`src/rtl/i2cbc_pkg.sv`:
```
`default_nettype none

package i2cbc_pkg;

    localparam int unsigned OUT_COUNT_W = 32;

    typedef enum logic [3:0] {
        PH_IDLE       = 4'd0,
        PH_RELEASE    = 4'd1,
        PH_PULSE_LOW  = 4'd2,
        PH_PULSE_HIGH = 4'd3,
        PH_STOP_A     = 4'd4,
        PH_STOP_B     = 4'd5,
        PH_STOP_C     = 4'd6
    } phase_t;

    typedef enum logic [1:0] {
        OP_NONE          = 2'd0,
        OP_RECOVER       = 2'd1,
        OP_RECOVER_STUCK = 2'd2,
        OP_UNUSED        = 2'd3
    } opcode_t;

    typedef enum logic [1:0] {
        CFG_HALF_PERIOD = 2'd0,
        CFG_MAX_PULSES  = 2'd1,
        CFG_HOLDOFF     = 2'd2,
        CFG_NONE        = 2'd3
    } cfg_index_t;

    localparam logic [15:0] HALF_PERIOD_RST = 16'd240;
    localparam logic [7:0]  MAX_PULSES_RST  = 8'd64;
    localparam logic [15:0] HOLDOFF_RST     = 16'd1000;

    typedef struct packed {
        logic [15:0] half_period_ticks;
        logic [7:0]  max_pulses;
        logic [15:0] holdoff_ms;
    } cfg_t;

    typedef struct packed {
        logic [1:0] opcode;
        logic       scl_level;
        logic       sda_level;
        logic       ctrl_not_ready;
        logic       ctrl_busy;
        logic       ms_strobe;
    } in_item_t;

    typedef struct packed {
        phase_t      phase;
        logic [7:0]  pulse_index;
        logic [15:0] delay_left;
        logic        sda_released;
        logic        dead_flag;
        logic [15:0] ms_since_recovery;
    } seq_state_t;

    typedef struct packed {
        logic done;
        logic ok;
        logic rej;
        logic reinit;
        logic inc_attempt;
        logic inc_failure;
    } step_flags_t;

endpackage

`default_nettype wire

```
`src/rtl/i2cbc_if.sv`:
```
`default_nettype none

interface i2cbc_req_if;
    logic       valid;
    logic       ready;
    logic [1:0] opcode;
    logic       scl_level;
    logic       sda_level;
    logic       ctrl_not_ready;
    logic       ctrl_busy;
    logic       ms_strobe;

    modport source (
        output valid, opcode, scl_level, sda_level, ctrl_not_ready, ctrl_busy, ms_strobe,
        input  ready
    );
    modport sink (
        input  valid, opcode, scl_level, sda_level, ctrl_not_ready, ctrl_busy, ms_strobe,
        output ready
    );
endinterface

interface i2cbc_rsp_if;
    logic        valid;
    logic        ready;
    logic        scl_drive_low;
    logic        sda_drive_low;
    logic        controller_detached;
    logic        reinit_strobe;
    logic        done_res;
    logic        success;
    logic        rejected;
    logic        dead;
    logic [31:0] attempt_count;
    logic [31:0] failure_count;

    modport source (
        output valid, scl_drive_low, sda_drive_low, controller_detached, reinit_strobe,
               done_res, success, rejected, dead, attempt_count, failure_count,
        input  ready
    );
    modport sink (
        input  valid, scl_drive_low, sda_drive_low, controller_detached, reinit_strobe,
               done_res, success, rejected, dead, attempt_count, failure_count,
        output ready
    );
endinterface

interface i2cbc_cfg_if;
    logic        valid;
    logic        ready;
    logic [1:0]  index;
    logic [15:0] data;

    modport source (
        output valid, index, data,
        input  ready
    );
    modport sink (
        input  valid, index, data,
        output ready
    );
endinterface

`default_nettype wire

```
`src/rtl/i2cbc_cfg.sv`:
```
`default_nettype none

module i2cbc_cfg
    import i2cbc_pkg::*;
(
    input  wire logic   clk,
    input  wire logic   rst_n,
    i2cbc_cfg_if.sink   cfg,
    output cfg_t        regs
);

    cfg_t regs_reg;
    cfg_t regs_next;

    assign cfg.ready = 1'b1;
    assign regs      = regs_reg;

    always_comb
    begin
        regs_next = regs_reg;
        if (cfg.valid)
        begin
            unique case (cfg_index_t'(cfg.index))
                CFG_HALF_PERIOD: regs_next.half_period_ticks = cfg.data;
                CFG_MAX_PULSES:  regs_next.max_pulses        = cfg.data[7:0];
                CFG_HOLDOFF:     regs_next.holdoff_ms        = cfg.data;
                default:         regs_next = regs_reg;
            endcase
        end
    end

    always_ff @(posedge clk or negedge rst_n)
    begin
        if (!rst_n)
        begin
            regs_reg.half_period_ticks <= HALF_PERIOD_RST;
            regs_reg.max_pulses        <= MAX_PULSES_RST;
            regs_reg.holdoff_ms        <= HOLDOFF_RST;
        end
        else
        begin
            regs_reg <= regs_next;
        end
    end

endmodule

`default_nettype wire

```
`src/rtl/i2cbc_step.sv`:
```
`default_nettype none

module i2cbc_step
    import i2cbc_pkg::*;
(
    input  wire cfg_t       cfg,
    input  wire seq_state_t cur,
    input  wire in_item_t   item,
    output seq_state_t      nxt,
    output step_flags_t     flags
);

    logic [15:0] ms_upd;
    logic [15:0] wait_len;
    logic [7:0]  pulse_inc;
    logic        in_holdoff;
    logic        stuck;
    logic        idle;
    logic        expired;
    logic        start;
    logic        reject;
    logic        quick_ok;
    logic        finish;
    logic        fin_ok;

    always_comb
    begin
        ms_upd = cur.ms_since_recovery;
        if (item.ms_strobe && (cur.ms_since_recovery < cfg.holdoff_ms))
        begin
            ms_upd = cur.ms_since_recovery + 16'd1;
        end
    end

    assign wait_len   = (cfg.half_period_ticks == 16'd0) ? 16'd1 : cfg.half_period_ticks;
    assign pulse_inc  = cur.pulse_index + 8'd1;
    assign in_holdoff = cur.dead_flag && (ms_upd < cfg.holdoff_ms);
    assign stuck      = !item.scl_level || !item.sda_level || item.ctrl_not_ready
                        || item.ctrl_busy;
    assign idle       = (cur.phase == PH_IDLE);
    assign expired    = (cur.delay_left <= 16'd1);

    assign start    = idle && (((opcode_t'(item.opcode) == OP_RECOVER) && !in_holdoff)
                      || ((opcode_t'(item.opcode) == OP_RECOVER_STUCK) && !cur.dead_flag
                          && stuck));
    assign reject   = idle && (((opcode_t'(item.opcode) == OP_RECOVER) && in_holdoff)
                      || ((opcode_t'(item.opcode) == OP_RECOVER_STUCK) && cur.dead_flag));
    assign quick_ok = idle && (opcode_t'(item.opcode) == OP_RECOVER_STUCK)
                      && !cur.dead_flag && !stuck;
    assign finish   = (cur.phase == PH_STOP_C) && expired;
    assign fin_ok   = (item.sda_level || cur.sda_released) && item.scl_level;

    // next state
    always_comb
    begin
        nxt                   = cur;
        nxt.ms_since_recovery = ms_upd;
        if (idle)
        begin
            if (start)
            begin
                nxt.ms_since_recovery = 16'd0;
                nxt.pulse_index       = 8'd0;
                nxt.sda_released      = 1'b0;
                nxt.phase             = PH_RELEASE;
                nxt.delay_left        = wait_len;
            end
        end
        else if (!expired)
        begin
            nxt.delay_left = cur.delay_left - 16'd1;
        end
        else
        begin
            nxt.delay_left = wait_len;
            unique case (cur.phase)
                PH_RELEASE:
                begin
                    nxt.phase = (cfg.max_pulses != 8'd0) ? PH_PULSE_LOW : PH_STOP_A;
                end
                PH_PULSE_LOW:
                begin
                    nxt.phase = PH_PULSE_HIGH;
                end
                PH_PULSE_HIGH:
                begin
                    nxt.pulse_index = pulse_inc;
                    if (item.sda_level)
                    begin
                        nxt.sda_released = 1'b1;
                        nxt.phase        = PH_STOP_A;
                    end
                    else if (pulse_inc < cfg.max_pulses)
                    begin
                        nxt.phase = PH_PULSE_LOW;
                    end
                    else
                    begin
                        nxt.phase = PH_STOP_A;
                    end
                end
                PH_STOP_A:
                begin
                    nxt.phase = PH_STOP_B;
                end
                PH_STOP_B:
                begin
                    nxt.phase = PH_STOP_C;
                end
                PH_STOP_C:
                begin
                    nxt.sda_released = cur.sda_released | item.sda_level;
                    nxt.dead_flag    = !fin_ok;
                    nxt.phase        = PH_IDLE;
                    nxt.delay_left   = 16'd0;
                end
                default:
                begin
                    nxt.phase      = PH_IDLE;
                    nxt.delay_left = 16'd0;
                end
            endcase
        end
    end

    // result flags
    always_comb
    begin
        flags.done        = reject | quick_ok | finish;
        flags.ok          = quick_ok | (finish & fin_ok);
        flags.rej         = reject;
        flags.reinit      = finish;
        flags.inc_attempt = start;
        flags.inc_failure = finish & !fin_ok;
    end

endmodule

`default_nettype wire

```
`src/rtl/i2c_bus_clear_sequencer_core.sv`:
```
// I2C bus-clear sequencer.
// req: one beat per clock tick of the sequenced bus: opcode, sampled SCL/SDA,
//   controller status and the millisecond strobe.
// rsp: one beat for every req beat, in order: pin drives, detach, re-init
//   strobe, done/success/rejected, dead flag and the two event counters.
// cfg: register writes (0 half period, 1 max pulses, 2 holdoff ms); always
//   ready, to be used only while no req beat is in flight.
// A req beat is held in an input register; the sequencer state and the
//   result register update together when that beat advances, and its rsp
//   beat is then offered from them. One beat per cycle is sustained while
//   rsp is ready; the single pass of next-state logic sets that figure.
// If rsp stalls, the result register holds, a req beat is taken into the
//   input register only if it is empty, and req.ready stays low until rsp moves.
// Reset: sequencer idle, not dead, counters zero, registers at 240 / 64 / 1000.
// COUNT_BITS sets the counter width; rsp counts are zero-extended to 32 bits.
`default_nettype none

module i2c_bus_clear_sequencer_core
    import i2cbc_pkg::*;
#(
    parameter int unsigned COUNT_BITS = 32
)
(
    input  wire logic   clk,
    input  wire logic   rst_n,
    i2cbc_req_if.sink   req,
    i2cbc_rsp_if.source rsp,
    i2cbc_cfg_if.sink   cfg
);

    cfg_t                  cfg_regs;
    in_item_t              item_reg;
    logic                  item_valid_reg;
    seq_state_t            state_reg;
    seq_state_t            state_next;
    step_flags_t           flags;
    step_flags_t           flags_reg;
    logic                  out_valid_reg;
    logic                  out_valid_next;
    logic [COUNT_BITS-1:0] attempt_cnt_reg;
    logic [COUNT_BITS-1:0] failure_cnt_reg;
    logic                  advance;

    i2cbc_cfg u_cfg (
        .clk   (clk),
        .rst_n (rst_n),
        .cfg   (cfg),
        .regs  (cfg_regs)
    );

    i2cbc_step u_step (
        .cfg   (cfg_regs),
        .cur   (state_reg),
        .item  (item_reg),
        .nxt   (state_next),
        .flags (flags)
    );

    assign advance   = item_valid_reg && (!out_valid_reg || rsp.ready);
    assign req.ready = !item_valid_reg || advance;

    always_comb
    begin
        out_valid_next = out_valid_reg;
        if (advance)
        begin
            out_valid_next = 1'b1;
        end
        else if (rsp.ready)
        begin
            out_valid_next = 1'b0;
        end
    end

    always_ff @(posedge clk)
    begin
        if (req.valid && req.ready)
        begin
            item_reg.opcode         <= req.opcode;
            item_reg.scl_level      <= req.scl_level;
            item_reg.sda_level      <= req.sda_level;
            item_reg.ctrl_not_ready <= req.ctrl_not_ready;
            item_reg.ctrl_busy      <= req.ctrl_busy;
            item_reg.ms_strobe      <= req.ms_strobe;
        end
        if (advance)
        begin
            flags_reg <= flags;
        end
    end

    always_ff @(posedge clk or negedge rst_n)
    begin
        if (!rst_n)
        begin
            item_valid_reg  <= 1'b0;
            out_valid_reg   <= 1'b0;
            state_reg       <= '{phase: PH_IDLE, default: '0};
            attempt_cnt_reg <= '0;
            failure_cnt_reg <= '0;
        end
        else
        begin
            out_valid_reg <= out_valid_next;
            if (req.ready)
            begin
                item_valid_reg <= req.valid;
            end
            if (advance)
            begin
                state_reg <= state_next;
                if (flags.inc_attempt)
                begin
                    attempt_cnt_reg <= attempt_cnt_reg + COUNT_BITS'(1);
                end
                if (flags.inc_failure)
                begin
                    failure_cnt_reg <= failure_cnt_reg + COUNT_BITS'(1);
                end
            end
        end
    end

    assign rsp.valid               = out_valid_reg;
    assign rsp.scl_drive_low       = (state_reg.phase == PH_PULSE_LOW)
                                     || (state_reg.phase == PH_STOP_A);
    assign rsp.sda_drive_low       = (state_reg.phase == PH_STOP_A)
                                     || (state_reg.phase == PH_STOP_B);
    assign rsp.controller_detached = (state_reg.phase != PH_IDLE);
    assign rsp.reinit_strobe       = flags_reg.reinit;
    assign rsp.done_res            = flags_reg.done;
    assign rsp.success             = flags_reg.ok;
    assign rsp.rejected            = flags_reg.rej;
    assign rsp.dead                = state_reg.dead_flag;
    assign rsp.attempt_count       = OUT_COUNT_W'(attempt_cnt_reg);
    assign rsp.failure_count       = OUT_COUNT_W'(failure_cnt_reg);

    a_reject_is_failed_done: assert property (@(posedge clk) disable iff (!rst_n)
        (rsp.valid && rsp.rejected) |-> (rsp.done_res && !rsp.success))
        else $error("rejected beat without done or with success");

    a_reinit_ends_sequence: assert property (@(posedge clk) disable iff (!rst_n)
        (rsp.valid && rsp.reinit_strobe) |-> (rsp.done_res && !rsp.controller_detached))
        else $error("re-init strobe while sequence still running");

    a_counters_hold_when_stalled: assert property (@(posedge clk) disable iff (!rst_n)
        !advance |=> ($stable(attempt_cnt_reg) && $stable(failure_cnt_reg)
                      && $stable(state_reg)))
        else $error("sequencer state moved without a beat");

    a_failure_sets_dead: assert property (@(posedge clk) disable iff (!rst_n)
        (advance && flags.inc_failure) |=> state_reg.dead_flag)
        else $error("failed recovery did not set dead flag");

endmodule

`default_nettype wire
```
`src/flat_wrapper.sv`:
```
// flat-port wrapper written by rule: the top's interface ports become plain ports
module i2c_bus_clear_sequencer_core_flat import i2cbc_pkg::*;
#(
    parameter int unsigned COUNT_BITS = 32
)
  (clk, rst_n, req_valid, req_opcode, req_scl_level, req_sda_level, req_ctrl_not_ready, req_ctrl_busy, req_ms_strobe, req_ready, rsp_valid, rsp_scl_drive_low, rsp_sda_drive_low, rsp_controller_detached, rsp_reinit_strobe, rsp_done_res, rsp_success, rsp_rejected, rsp_dead, rsp_attempt_count, rsp_failure_count, rsp_ready, cfg_valid, cfg_index, cfg_data, cfg_ready);
  i2cbc_req_if req_i ();
  i2cbc_rsp_if rsp_i ();
  i2cbc_cfg_if cfg_i ();
  input  wire logic clk;
  input  wire logic rst_n;
  input wire logic [$bits(req_i.valid)-1:0] req_valid;
  input wire logic [$bits(req_i.opcode)-1:0] req_opcode;
  input wire logic [$bits(req_i.scl_level)-1:0] req_scl_level;
  input wire logic [$bits(req_i.sda_level)-1:0] req_sda_level;
  input wire logic [$bits(req_i.ctrl_not_ready)-1:0] req_ctrl_not_ready;
  input wire logic [$bits(req_i.ctrl_busy)-1:0] req_ctrl_busy;
  input wire logic [$bits(req_i.ms_strobe)-1:0] req_ms_strobe;
  output wire logic [$bits(req_i.ready)-1:0] req_ready;
  output wire logic [$bits(rsp_i.valid)-1:0] rsp_valid;
  output wire logic [$bits(rsp_i.scl_drive_low)-1:0] rsp_scl_drive_low;
  output wire logic [$bits(rsp_i.sda_drive_low)-1:0] rsp_sda_drive_low;
  output wire logic [$bits(rsp_i.controller_detached)-1:0] rsp_controller_detached;
  output wire logic [$bits(rsp_i.reinit_strobe)-1:0] rsp_reinit_strobe;
  output wire logic [$bits(rsp_i.done_res)-1:0] rsp_done_res;
  output wire logic [$bits(rsp_i.success)-1:0] rsp_success;
  output wire logic [$bits(rsp_i.rejected)-1:0] rsp_rejected;
  output wire logic [$bits(rsp_i.dead)-1:0] rsp_dead;
  output wire logic [$bits(rsp_i.attempt_count)-1:0] rsp_attempt_count;
  output wire logic [$bits(rsp_i.failure_count)-1:0] rsp_failure_count;
  input wire logic [$bits(rsp_i.ready)-1:0] rsp_ready;
  input wire logic [$bits(cfg_i.valid)-1:0] cfg_valid;
  input wire logic [$bits(cfg_i.index)-1:0] cfg_index;
  input wire logic [$bits(cfg_i.data)-1:0] cfg_data;
  output wire logic [$bits(cfg_i.ready)-1:0] cfg_ready;
  assign req_i.valid = req_valid;
  assign req_i.opcode = req_opcode;
  assign req_i.scl_level = req_scl_level;
  assign req_i.sda_level = req_sda_level;
  assign req_i.ctrl_not_ready = req_ctrl_not_ready;
  assign req_i.ctrl_busy = req_ctrl_busy;
  assign req_i.ms_strobe = req_ms_strobe;
  assign req_ready = req_i.ready;
  assign rsp_valid = rsp_i.valid;
  assign rsp_scl_drive_low = rsp_i.scl_drive_low;
  assign rsp_sda_drive_low = rsp_i.sda_drive_low;
  assign rsp_controller_detached = rsp_i.controller_detached;
  assign rsp_reinit_strobe = rsp_i.reinit_strobe;
  assign rsp_done_res = rsp_i.done_res;
  assign rsp_success = rsp_i.success;
  assign rsp_rejected = rsp_i.rejected;
  assign rsp_dead = rsp_i.dead;
  assign rsp_attempt_count = rsp_i.attempt_count;
  assign rsp_failure_count = rsp_i.failure_count;
  assign rsp_i.ready = rsp_ready;
  assign cfg_i.valid = cfg_valid;
  assign cfg_i.index = cfg_index;
  assign cfg_i.data = cfg_data;
  assign cfg_ready = cfg_i.ready;
  i2c_bus_clear_sequencer_core #(.COUNT_BITS(COUNT_BITS)) u_core (.clk(clk), .rst_n(rst_n), .req(req_i), .rsp(rsp_i), .cfg(cfg_i));
endmodule
```
`config.mk`:
```
export PLATFORM = sky130hd
export DESIGN_NAME = i2c_bus_clear_sequencer_core_flat
export DESIGN_NICKNAME = d
export VERILOG_FILES = /design/src/rtl/i2cbc_pkg.sv /design/src/rtl/i2cbc_if.sv /design/src/rtl/i2cbc_cfg.sv /design/src/rtl/i2cbc_step.sv /design/src/rtl/i2c_bus_clear_sequencer_core.sv /design/src/flat_wrapper.sv
export SDC_FILE = /design/constraint.sdc
export NUM_CORES = 1
export LEC_CHECK = 0
export ABC_AREA = 1
export ABC_CLOCK_PERIOD_IN_PS = 7050
export BUFFER_PORTS_ARGS = -buffer_cell sky130_fd_sc_hd__buf_2
export CELL_PAD_IN_SITES_DETAIL_PLACEMENT = 1
export CELL_PAD_IN_SITES_GLOBAL_PLACEMENT = 1
export CORE_MARGIN = 2
export CORE_UTILIZATION = 47
export CTS_CLUSTER_DIAMETER = 40
export DETAILED_ROUTE_END_ITERATION = 8
export GPL_ROUTABILITY_DRIVEN = 0
export GPL_TIMING_DRIVEN = 0
export MAX_ROUTING_LAYER = met4
export PLACE_DENSITY_LB_ADDON = 0.1
export SLEW_MARGIN = 40
export SYNTH_ARGS = -nofsm -noshare
export SYNTH_HDL_FRONTEND = slang
export SYNTH_HIERARCHICAL = 1
export SYNTH_SLANG_ARGS = --single-unit
```
`constraint.sdc`:
```
create_clock -name clk -period 7.05 [get_ports clk]
set_input_delay 0.3525 -clock clk [delete_from_list [all_inputs] [get_ports clk]]
set_output_delay 0.3525 -clock clk [all_outputs]
set_load 0.005 [all_outputs]
```
==> metrics.txt, run 1 <==
die height 152.3 um; CP peak stage delay 0.54 ns; largest net degree at the start of global routing 69; Hold EP u_core/item_reg[0]; WP data arrival 5.86 ns; Setup TNS 0 ns; hold path depth 1; vias in the first global route 10,310; main area contributors after synthesis dfrtp_1 (34%), nand2_1 (17%), inv_1 (6.4%); RR Endpoint u_core/rsp.attempt_count[31]; RSZ-0062 raised after global routing no; WS Path Type flop to flop; Leak 6.208 nW; synth cell count leaders nand2_1 (475), inv_1 (176), dfrtp_1 (141), nor2_1 (116), nand3_1 (92); simple-gate area share of the yosys netlist 34.93%; starting density of the core 47.65%; Post-Synth XOR/XNOR Area 5.763%; Tot Pwr 3.464 mW; Post-synth ARST share 93.25%; fin cells 1,829; top cell type's share of synthesized area 34.14%; H-tree depth 4; Sequential Power Share 35.8%; WHS 0.1018 ns; initial antenna violation count 6; max reg flops 45; Final setup viols 0; Fillers 2,829; average wire per standard cell 17.38 um; iteration count of the initial detailed-routing pass 5; DR DRC count 0; MaxCap Viol Count 0; Most common cell on crit path nand2_1; Min Clock Period, post-route 5.536 ns; first-pass GRT wire length 52,760 um; Post-Synth Adder-Cell Area 5.206%; Internal 2.057 mW; clock tree buffer depth 2; number of synthesized flops with an enable pin 11; CTS clock-pin slew for the worst setup and hold paths 0.06 ns; Vias/cell 5.361; Fmax 0.1806 GHz; pwr/cell area 292.3 nW/um2; post-route ant nets 0; Critical Path Start Type flop; drt total wl 31,790 um; FF-to-FF setup slack 1.51 ns; Critical Path End Type flop; Cell variety after synth 46; area grow syn2layout 14.65%; vias 9,805; clock buffer count from CTS 17; Mapped Avg Cell Area 7.335 um2; status finished clean; CP required 7.37 ns; Clock Latency Late Sink 0.43 ns; predominant post-synthesis flop cell dfrtp_1; gr usage total 28.89%; placed cell area 11,260 um2; Setup WS post-layout 1.514 ns; worst r2r path cells 30; layout cells sized above 1 14.78%; NumNets Final 1,605; yosys warns 6; clock sink count 163; Worst path slowest cell dfstp_2; Post-Synthesis Cell Area 10,330 um2; part of the Yosys area used for sequential elements 40.13%; CTS Root Cell clkbuf_16; DP Cell Count 1,792; Port Buffers 101; Synth area leader dfrtp_1; Rel. slew slack 48.27%; Place WS 1.677 ns; num rows 54; #FFs+latches synth 163; NetSw 1.407 mW; Worst Tran Pin Value 0.7760 ns; most frequent cell after synthesis nand2_1; Final Max Tran Viols 0; net count after synthesis 1,482; utilization after layout 54.63%; Clock Skews 0.01545 ns; Hold Crit Class input port to flop; Boundary Pins 105; final instance area 11,850 um2; CTS tree built; Synth Area in Compound Gates 4.952%; switch share 40.61%; largest family of logic cells by synthesized area simple AND/OR/NAND/NOR gates; Detailed Place HPWL 23,550 um; Synth Instances 1,409; Die X 152.3 um; critical-path maximum fanout 10; R2R Path Start u_core/u_cfg/regs[9]; mux share of post-synthesis cell area 0%; first-iteration detailed-routing DRC count 514; die footprint 23,190 um2; total grt overflow 0; Comb power frac 37.9%; Tcrit/Tclk final 78.53%; Core ar. 21,690 um2; final hold vios 0; clock share of power 26.4%; Peak VDD IR 0.1320 mV; Hold Path Origin req_ms_strobe
==> layer usage <==
metal	global-route usage (%)	wire (um)	share of wire, %
met3	4.608	1325	4.2
met4	7.388	525	1.7
met5	-	0	0
met2	49.12	15600	49
met1	36.10	14340	45
==> cells in the final DEF, fill, tap and decap left out, types with 8 or more instances in the layout <==
cell type,n
nor2_1,116
buf_2,112
nand2_1,475
nor2_2,17
xnor2_1,21
clkbuf_16,17
buf_4,9
dfrtp_1,141
o22ai_1,15
edfxtp_1,11
nor3_1,26
nand4_1,47
clkbuf_1,13
inv_1,176
nand2_2,19
o21ai_1,8
dfstp_2,11
nor4_1,10
xor2_1,47
a21oi_1,24
o21ai_0,28
nand3_1,92
ha_1,43
==> cells by family (layout without fill, tap and decap cells) <==
logic type	Yosys count	after routing
buffers and inverters	221	355
other	1	7
AOI/OAI and AO/OA	90	90
adders and majority gates	43	43
DFF	163	163
and+or+nand+nor	823	823
xor gates and xnor gates	68	68
==> timing repair <==
item	CTS	global route
gates resized for setup	0	0
hold endpoints to repair	20	0
setup buffers	0	0
hold buffers	1	0
==> power groups by stage <==
stage | clock (mW) | combinational (mW) | sequential, mW
2_1_floorplan | 0 | 0.913 | 1.21
4_1_cts | 0.931 | 1.31 | 1.24
3_3_place_gp | 0 | 1.22 | 1.25
6_report | 0.913 | 1.31 | 1.24
3_5_place_dp | 0 | 1.29 | 1.25
5_1_grt | 0.974 | 1.48 | 1.26
==> worst max-delay path: cells and delay by family (launching register included) <==
family | cells | cell delay, ns
DFF | 1 | 0.54
buffers and inverters | 5 | 0.50
xor gates and xnor gates | 1 | 0.19
AOI/OAI and AO/OA | 2 | 0.24
adders and majority gates | 2 | 0.61
and+or+nand+nor | 20 | 3.34
==> worst max-delay path by stage <==
stage	to	slack (ns)	start	cells past startpoint
2_1_floorplan	u_core/rsp.attempt_count[22]	2.82	u_core/u_cfg/regs[9]	28
3_3_place_gp	u_core/rsp.attempt_count[27]	1.75	u_core/u_cfg/regs[9]	30
3_5_place_dp	u_core/rsp.attempt_count[27]	1.68	u_core/u_cfg/regs[9]	30
4_1_cts	u_core/rsp.attempt_count[27]	1.62	u_core/u_cfg/regs[9]	30
5_1_grt	u_core/rsp.attempt_count[31]	1.12	u_core/u_cfg/regs[9]	30
6_report	u_core/rsp.attempt_count[31]	1.51	u_core/u_cfg/regs[9]	30
==> final cells by class <==
type | count | area (um2) | share of cell area [%]
plain buffers | 37 | 237.7 | 2.006
clock buffers | 23 | 488.0 | 4.118
repair buffers | 104 | 580.6 | 4.900
diodes | 6 | 15.01 | 0.1267
multi-input cells | 1025 | 5265 | 44.43
flip-flops and latches | 163 | 4148 | 35.01
inverters | 184 | 690.7 | 5.829
well taps | 280 | 350.3 | 2.957
clock inverters | 7 | 73.82 | 0.6230
No activity file was read; power rests on OpenSTA's default activity.
==> inputs of run 2 (changes only) <==
--- a/config.mk
+++ b/config.mk
@@ -6,12 +6,12 @@
 export NUM_CORES = 1
 export LEC_CHECK = 0
 export ABC_AREA = 1
-export ABC_CLOCK_PERIOD_IN_PS = 7050
+export ABC_CLOCK_PERIOD_IN_PS = 4700
 export BUFFER_PORTS_ARGS = -buffer_cell sky130_fd_sc_hd__buf_2
 export CELL_PAD_IN_SITES_DETAIL_PLACEMENT = 1
 export CELL_PAD_IN_SITES_GLOBAL_PLACEMENT = 1
 export CORE_MARGIN = 2
-export CORE_UTILIZATION = 47
+export CORE_UTILIZATION = 40
 export CTS_CLUSTER_DIAMETER = 40
 export DETAILED_ROUTE_END_ITERATION = 8
 export GPL_ROUTABILITY_DRIVEN = 0
==> constraint.sdc (replaced) <==
create_clock -name clk -period 4.7 [get_ports clk]
set_input_delay 0.235 -clock clk [delete_from_list [all_inputs] [get_ports clk]]
set_output_delay 0.235 -clock clk [all_outputs]
set_load 0.005 [all_outputs]
==> run 2 against run 1 <==
Effect of this change:
- critical path depth fell by 3
- cell area rose by 4.0%
- largest power group unchanged
- largest cell class unchanged
- die area increased by 17%
- critical path type unchanged
- first-iteration DRC count shrank 27%
==> metrics.txt, run 2 (synthesized netlist as in run 1, its figures left out) <==
clock sink count 163; Setup WS post-layout 0.2648 ns; Critical Path Start Type flop; final hold vios 0; Clock Latency Late Sink 0.43 ns; H-tree depth 4; clock tree buffer depth 2; WP data arrival 4.76 ns; gr usage total 25.01%; Worst Tran Pin Value 0.7308 ns; DR DRC count 0; status finished clean; Tot Pwr 5.323 mW; Detailed Place HPWL 23,660 um; Min Clock Period, post-route 4.435 ns; num rows 58; first-iteration detailed-routing DRC count 373; Place WS -0.6805 ns; average wire per standard cell 16.78 um; Peak VDD IR 0.1842 mV; Port Buffers 101; MaxCap Viol Count 0; Vias/cell 5.092; NumNets Final 1,626; iteration count of the initial detailed-routing pass 5; Fmax 0.2255 GHz; die height 164.7 um; vias 9,680; area grow syn2layout 19.20%; most frequent cells in the layout nand2_1 (474), inv_1 (176), dfrtp_1 (141); CP required 5.02 ns; CTS Root Cell clkbuf_16; pwr/cell area 432.1 nW/um2; Final setup viols 0; Core ar. 25,250 um2; largest net degree at the start of global routing 60; Hold Crit Class input port to flop; drt total wl 31,900 um; critical-path maximum fanout 5; WS Path Type flop to flop; CTS tree built; post-route ant nets 0; clock buffer count from CTS 17; layout cells sized above 1 16.55%; most common cell after layout, fill and taps aside nand2_1; Rel. slew slack 51.28%; WHS 0.03491 ns; total grt overflow 0; Boundary Pins 105; Leak 6.390 nW; Critical Path End Type flop; Final Max Tran Viols 0; CTS clock-pin slew for the worst setup and hold paths 0.07 ns; vias in the first global route 10,010; Clock Skews 0.01311 ns; die footprint 27,140 um2; Die X 164.7 um; first-pass GRT wire length 51,600 um; initial antenna violation count 5; max reg flops 45; Tcrit/Tclk final 94.37%; starting density of the core 40.92%
[run 2: cell types whose count changed in the layout (fill, tap and decap cells not counted), moves of 4 or more]
cell,change
buf_4,+11
nor2_4,+8
dlygate4sd3_1,+7
nor2_1,-4
nor2_2,-4
[run 2: metal layers]
metal | wire (um) | track usage [%]
met5 | 0 | -
met1 | 15070 | 31.96
met3 | 1204 | 3.918
met4 | 280 | 5.968
met2 | 15340 | 41.82
[run 2: where the power goes]
group,internal [mW],total [mW],leakage (nW),switching (mW)
clock network,0.852,1.46,0.284,0.609
logic,0.712,2.00,4.03,1.29
registers,1.63,1.86,2.08,0.230
total,3.19,5.32,6.39,2.13
[run 2: path summary, 6_finish.rpt]
check | start | end | slack, ns | cells after the start
min | req_valid | u_core/item_valid_reg | 0.03 | 3
max reg2reg | u_core/u_cfg/regs[9] | u_core/rsp.attempt_count[18] | 0.26 | 27
max in group asynchronous | rst_n | u_core/u_cfg/regs[9] | 3.44 | 4
max | u_core/u_cfg/regs[9] | u_core/rsp.attempt_count[18] | 0.26 | 27
min reg2reg | u_core/u_cfg/regs[6] | u_core/u_cfg/regs[6] | 0.47 | 2
min in group asynchronous | rst_n | u_core/state_reg[3] | 0.28 | 2
[run 2: area by class of cell]
cell class | count | area (um2)
fillers | 3167 | 12930
clock buffers | 20 | 446.7
diodes | 6 | 15.01
well taps | 330 | 412.9
inverters | 184 | 694.4
plain buffers | 36 | 245.2
flip-flops and latches | 163 | 4148
multi-input cells | 1025 | 5420
clock inverters | 11 | 150.1
repair buffers | 126 | 787.0
[run 2: worst max-delay path: stages, from the launching register on]
cell,delay [ns]
dfstp_2,0.55
inv_1,0.06
ha_1,0.31
nand2_1,0.06
inv_1,0.04
o21ai_1,0.11
a21oi_1,0.09
nor2_2,0.21
nand2_4,0.12
nor4_4,0.23
nand3_2,0.16
nor2_4,0.19
nand3_2,0.12
xor2_2,0.17
inv_1,0.06
ha_1,0.30
nand2_1,0.07
nor4_2,0.16
nand2_1,0.13
nand2_4,0.11
nand2_8,0.07
nand2_8,0.09
buf_4,0.13
nand3_4,0.16
buf_12,0.21
nor3_4,0.15
nand2_1,0.10
xnor2_1,0.13
[run 2: what timing repair did]
action | CTS | global route
setup endpoints to repair | 32 | 61
cloned | 0 | 1
endpoints found under the hold margin | 46 | 0
hold buffers | 8 | 0
pin swaps | 4 | 10
buffers inserted | 3 | 10
resized for setup | 15 | 21
[run 2: through the flow]
stage,cells,util [%],setup TNS [ns],instance area [um2]
finish,1901,48.78,0,12320
global route,1900,48.77,-0.4237,12320
CTS,1884,47.91,0,12100
detailed placement,1843,44.88,-16.75,11330
global placement,1840,44.56,-15.80,11250
floorplan,1409,-,0,10330
==> inputs of run 3 (changes only) <==
--- a/config.mk
+++ b/config.mk
@@ -5,13 +5,12 @@
 export SDC_FILE = /design/constraint.sdc
 export NUM_CORES = 1
 export LEC_CHECK = 0
-export ABC_AREA = 1
 export ABC_CLOCK_PERIOD_IN_PS = 4700
 export BUFFER_PORTS_ARGS = -buffer_cell sky130_fd_sc_hd__buf_2
 export CELL_PAD_IN_SITES_DETAIL_PLACEMENT = 1
 export CELL_PAD_IN_SITES_GLOBAL_PLACEMENT = 1
 export CORE_MARGIN = 2
-export CORE_UTILIZATION = 40
+export CORE_UTILIZATION = 42
 export CTS_CLUSTER_DIAMETER = 40
 export DETAILED_ROUTE_END_ITERATION = 8
 export GPL_ROUTABILITY_DRIVEN = 0
==> run 3 against run 2 <==
Effect of this change:
- cell area shrank 5.5%
- worst setup slack worse by 0.23 ns
- combinational power is 35% lower
- wire length shrank 20%
- die area down 14%
- power down 13%
- register-to-register slack worse by 0.23 ns
- critical path depth is 4 lower
- sequential cell count did not move
==> metrics.txt, run 3 <==
status finished clean; yosys warns 6; part of the Yosys area used for sequential elements 44.56%; vias 7,289; net count after synthesis 933; layout cells sized above 1 34.04%; initial antenna violation count 0; DP Cell Count 1,245; die footprint 23,370 um2; Leak 5.623 nW; Worst path slowest cell dfstp_2; Die X 152.9 um; average wire per standard cell 19.46 um; Worst Tran Pin Value 0.8975 ns; CTS Root Cell clkbuf_16; critical-path maximum fanout 7; Setup TNS 0 ns; final hold vios 0; Vias/cell 5.547; most common cell after layout, fill and taps aside dfrtp_1; Final Max Tran Viols 0; iteration count of the initial detailed-routing pass 4; starting density of the core 42.78%; Post-Synthesis Cell Area 9308 um2; Port Buffers 103; Boundary Pins 105; Critical Path Start Type flop; die height 152.9 um; Peak VDD IR 0.2089 mV; first-pass GRT wire length 41,890 um; NumNets Final 1,094; pwr/cell area 395.7 nW/um2; CP required 5.00 ns; number of synthesized flops with an enable pin 11; DR DRC count 0; max reg flops 45; clock buffer count from CTS 17; most frequent cell after synthesis dfrtp_1; area grow syn2layout 25.10%; utilization after layout 53.52%; Tot Pwr 4.607 mW; Critical Path End Type flop; predominant post-synthesis flop cell dfrtp_1; WS Path Type flop to flop; RSZ-0062 raised after global routing yes; post-route ant nets 0; Clock Skews 0.01308 ns; Fmax 0.2143 GHz; FF-to-FF setup slack 0.03 ns; Tcrit/Tclk final 99.27%; synth cell count leaders dfrtp_1 (141), mux2_2 (75), nand2_1 (59), xor2_1 (46), ha_1 (43); drt total wl 25,570 um; Core ar. 21,760 um2; Clock Latency Late Sink 0.43 ns; Hold Crit Class input port to flop; Post-synth ARST share 93.25%; Min Clock Period, post-route 4.666 ns; Synth area leader dfrtp_1; top cell type's share of synthesized area 37.91%; Detailed Place HPWL 17,940 um; first-iteration detailed-routing DRC count 278; Final setup viols 0; CP peak stage delay 0.54 ns; FF+latch area 4150 um2; MaxCap Viol Count 0; WP data arrival 4.96 ns; #FFs+latches synth 163; gr usage total 23.15%; Multi-input gate area 5218 um2; vias in the first global route 7,695; CP cell instances inv_2, ha_1, a21oi_1, o21ai_1, a32o_2, nor2_4, nand4_1, buf_6, nor2_4, xor2_2, ha_1, and3_4, a221oi_4, nand3_2, nor4b_4, nor3b_4, buf_6, and3_1, nand4_1, clkbuf_8, buf_12, nor4_4, xor2_1; largest net degree at the start of global routing 68; Synth Instances 860; Mapped Avg Cell Area 10.82 um2; most frequent cells in the layout dfrtp_1 (139), buf_2 (108), mux2_2 (75); fin cells 1,314; H-tree depth 4; clock sink count 163; clock tree buffer depth 2; Cell variety after synth 73; Fillers 2,363; CTS tree built; CTS clock-pin slew for the worst setup and hold paths 0.07 ns; main area contributors after synthesis dfrtp_1 (38%), mux2_2 (9.1%), ha_1 (5.8%); num rows 54; Rel. slew slack 39.61%; # diodes 0; WHS 0.05592 ns; total grt overflow 0
## run 3: cell count changes after synthesis, sizes merged, moves of 13 or more
cell / before / now
and3: 0 / 16
inv: 182 / 38
mux2: 0 / 90
nand2: 499 / 59
nand3: 96 / 37
nand4: 47 / 29
nor2: 134 / 38
nor4: 10 / 25
o21ai: 36 / 15
o22ai: 15 / 2
xnor2: 21 / 41
## run 3: logic make-up (layout without fill, tap and decap cells)
| kind of cell | count (synthesis) | after routing | share of synthesized area (%) |
|---|---|---|---|
| AOI/OAI and AO/OA | 106 | 106 | 8.281 |
| xor gates and xnor gates | 87 | 87 | 8.187 |
| adders and majority gates | 43 | 43 | 5.780 |
| buffers and inverters | 72 | 246 | 3.750 |
| DFF | 163 | 163 | 44.56 |
| muxes | 90 | 90 | 10.93 |
| other | 1 | 1 | 0.04029 |
| and+or+nand+nor | 298 | 298 | 18.47 |
## run 3: layout make-up
| cell class | count | area share, % |
|---|---|---|
| tap | 280 | 3.009 |
| buffer | 33 | 2.031 |
| clock buffer | 19 | 4.083 |
| multi-input combinational | 625 | 44.81 |
| timing repair buffer | 143 | 7.877 |
| sequential | 163 | 35.64 |
| inverter | 38 | 1.225 |
| clock inverter | 13 | 1.322 |
## run 3: power breakdown
| part | switching [mW] | internal [mW] | leakage, nW |
|---|---|---|---|
| Combinational | 0.703 | 0.597 | 3.26 |
| Sequential | 0.218 | 1.61 | 2.05 |
| Clock | 0.655 | 0.822 | 0.306 |
| Total | 1.58 | 3.03 | 5.62 |
## run 3: critical path, delay by kind of cell (launching register included)
kind / cells / cell delay, ns
flip-flops: 1 / 0.54
adder cells (fa/ha/maj): 2 / 0.59
XOR/XNOR: 2 / 0.34
AND/OR/NAND/NOR: 10 / 1.52
buffers and inverters: 5 / 0.72
AO/OA/AOI/OAI: 4 / 0.83
## run 3: per-layer routing
| layer | wire [um] | vias to the layer above | track usage [%] |
|---|---|---|---|
| met2 | 12620 | 89 | 38.01 |
| met3 | 559 | 19 | 3.629 |
| met4 | 242 | 0 | 4.894 |
| li1 | - | 3469 | - |
| met5 | 0 | - | - |
| met1 | 12150 | 3712 | 30.58 |
## run 3: per-stage QoR
step                area (um2)  setup slack [ns]
floorplan                 9354          -0.01204
global placement         10220            -1.154
detailed placement       10290            -1.277
CTS                      11350          0.002428
global route             11640           -0.1926
finish                   11640           0.03413
## run 3: what timing repair did
action	in CTS	in global routing
pin swaps	28	37
setup buffers	18	13
endpoints found under the setup margin	67	61
hold buffers	9	0
hold endpoints to repair	48	0
resized for setup	35	47
gates cloned	1	0
## run 3: path summary, 6_finish.rpt
kind	from	end	cells after the start
worst max-delay path	u_core/u_cfg/regs[7]	u_core/rsp.attempt_count[22]	23
worst min-delay path	cfg_data[14]	u_core/u_cfg/regs[38]	2
worst max register to register	u_core/u_cfg/regs[7]	u_core/rsp.attempt_count[22]	23
worst min register to register	u_core/rsp.failure_count[31]	u_core/rsp.failure_count[31]	1
max in group asynchronous	rst_n	u_core/u_cfg/regs[3]	3
min in group asynchronous	rst_n	u_core/state_reg[26]	2
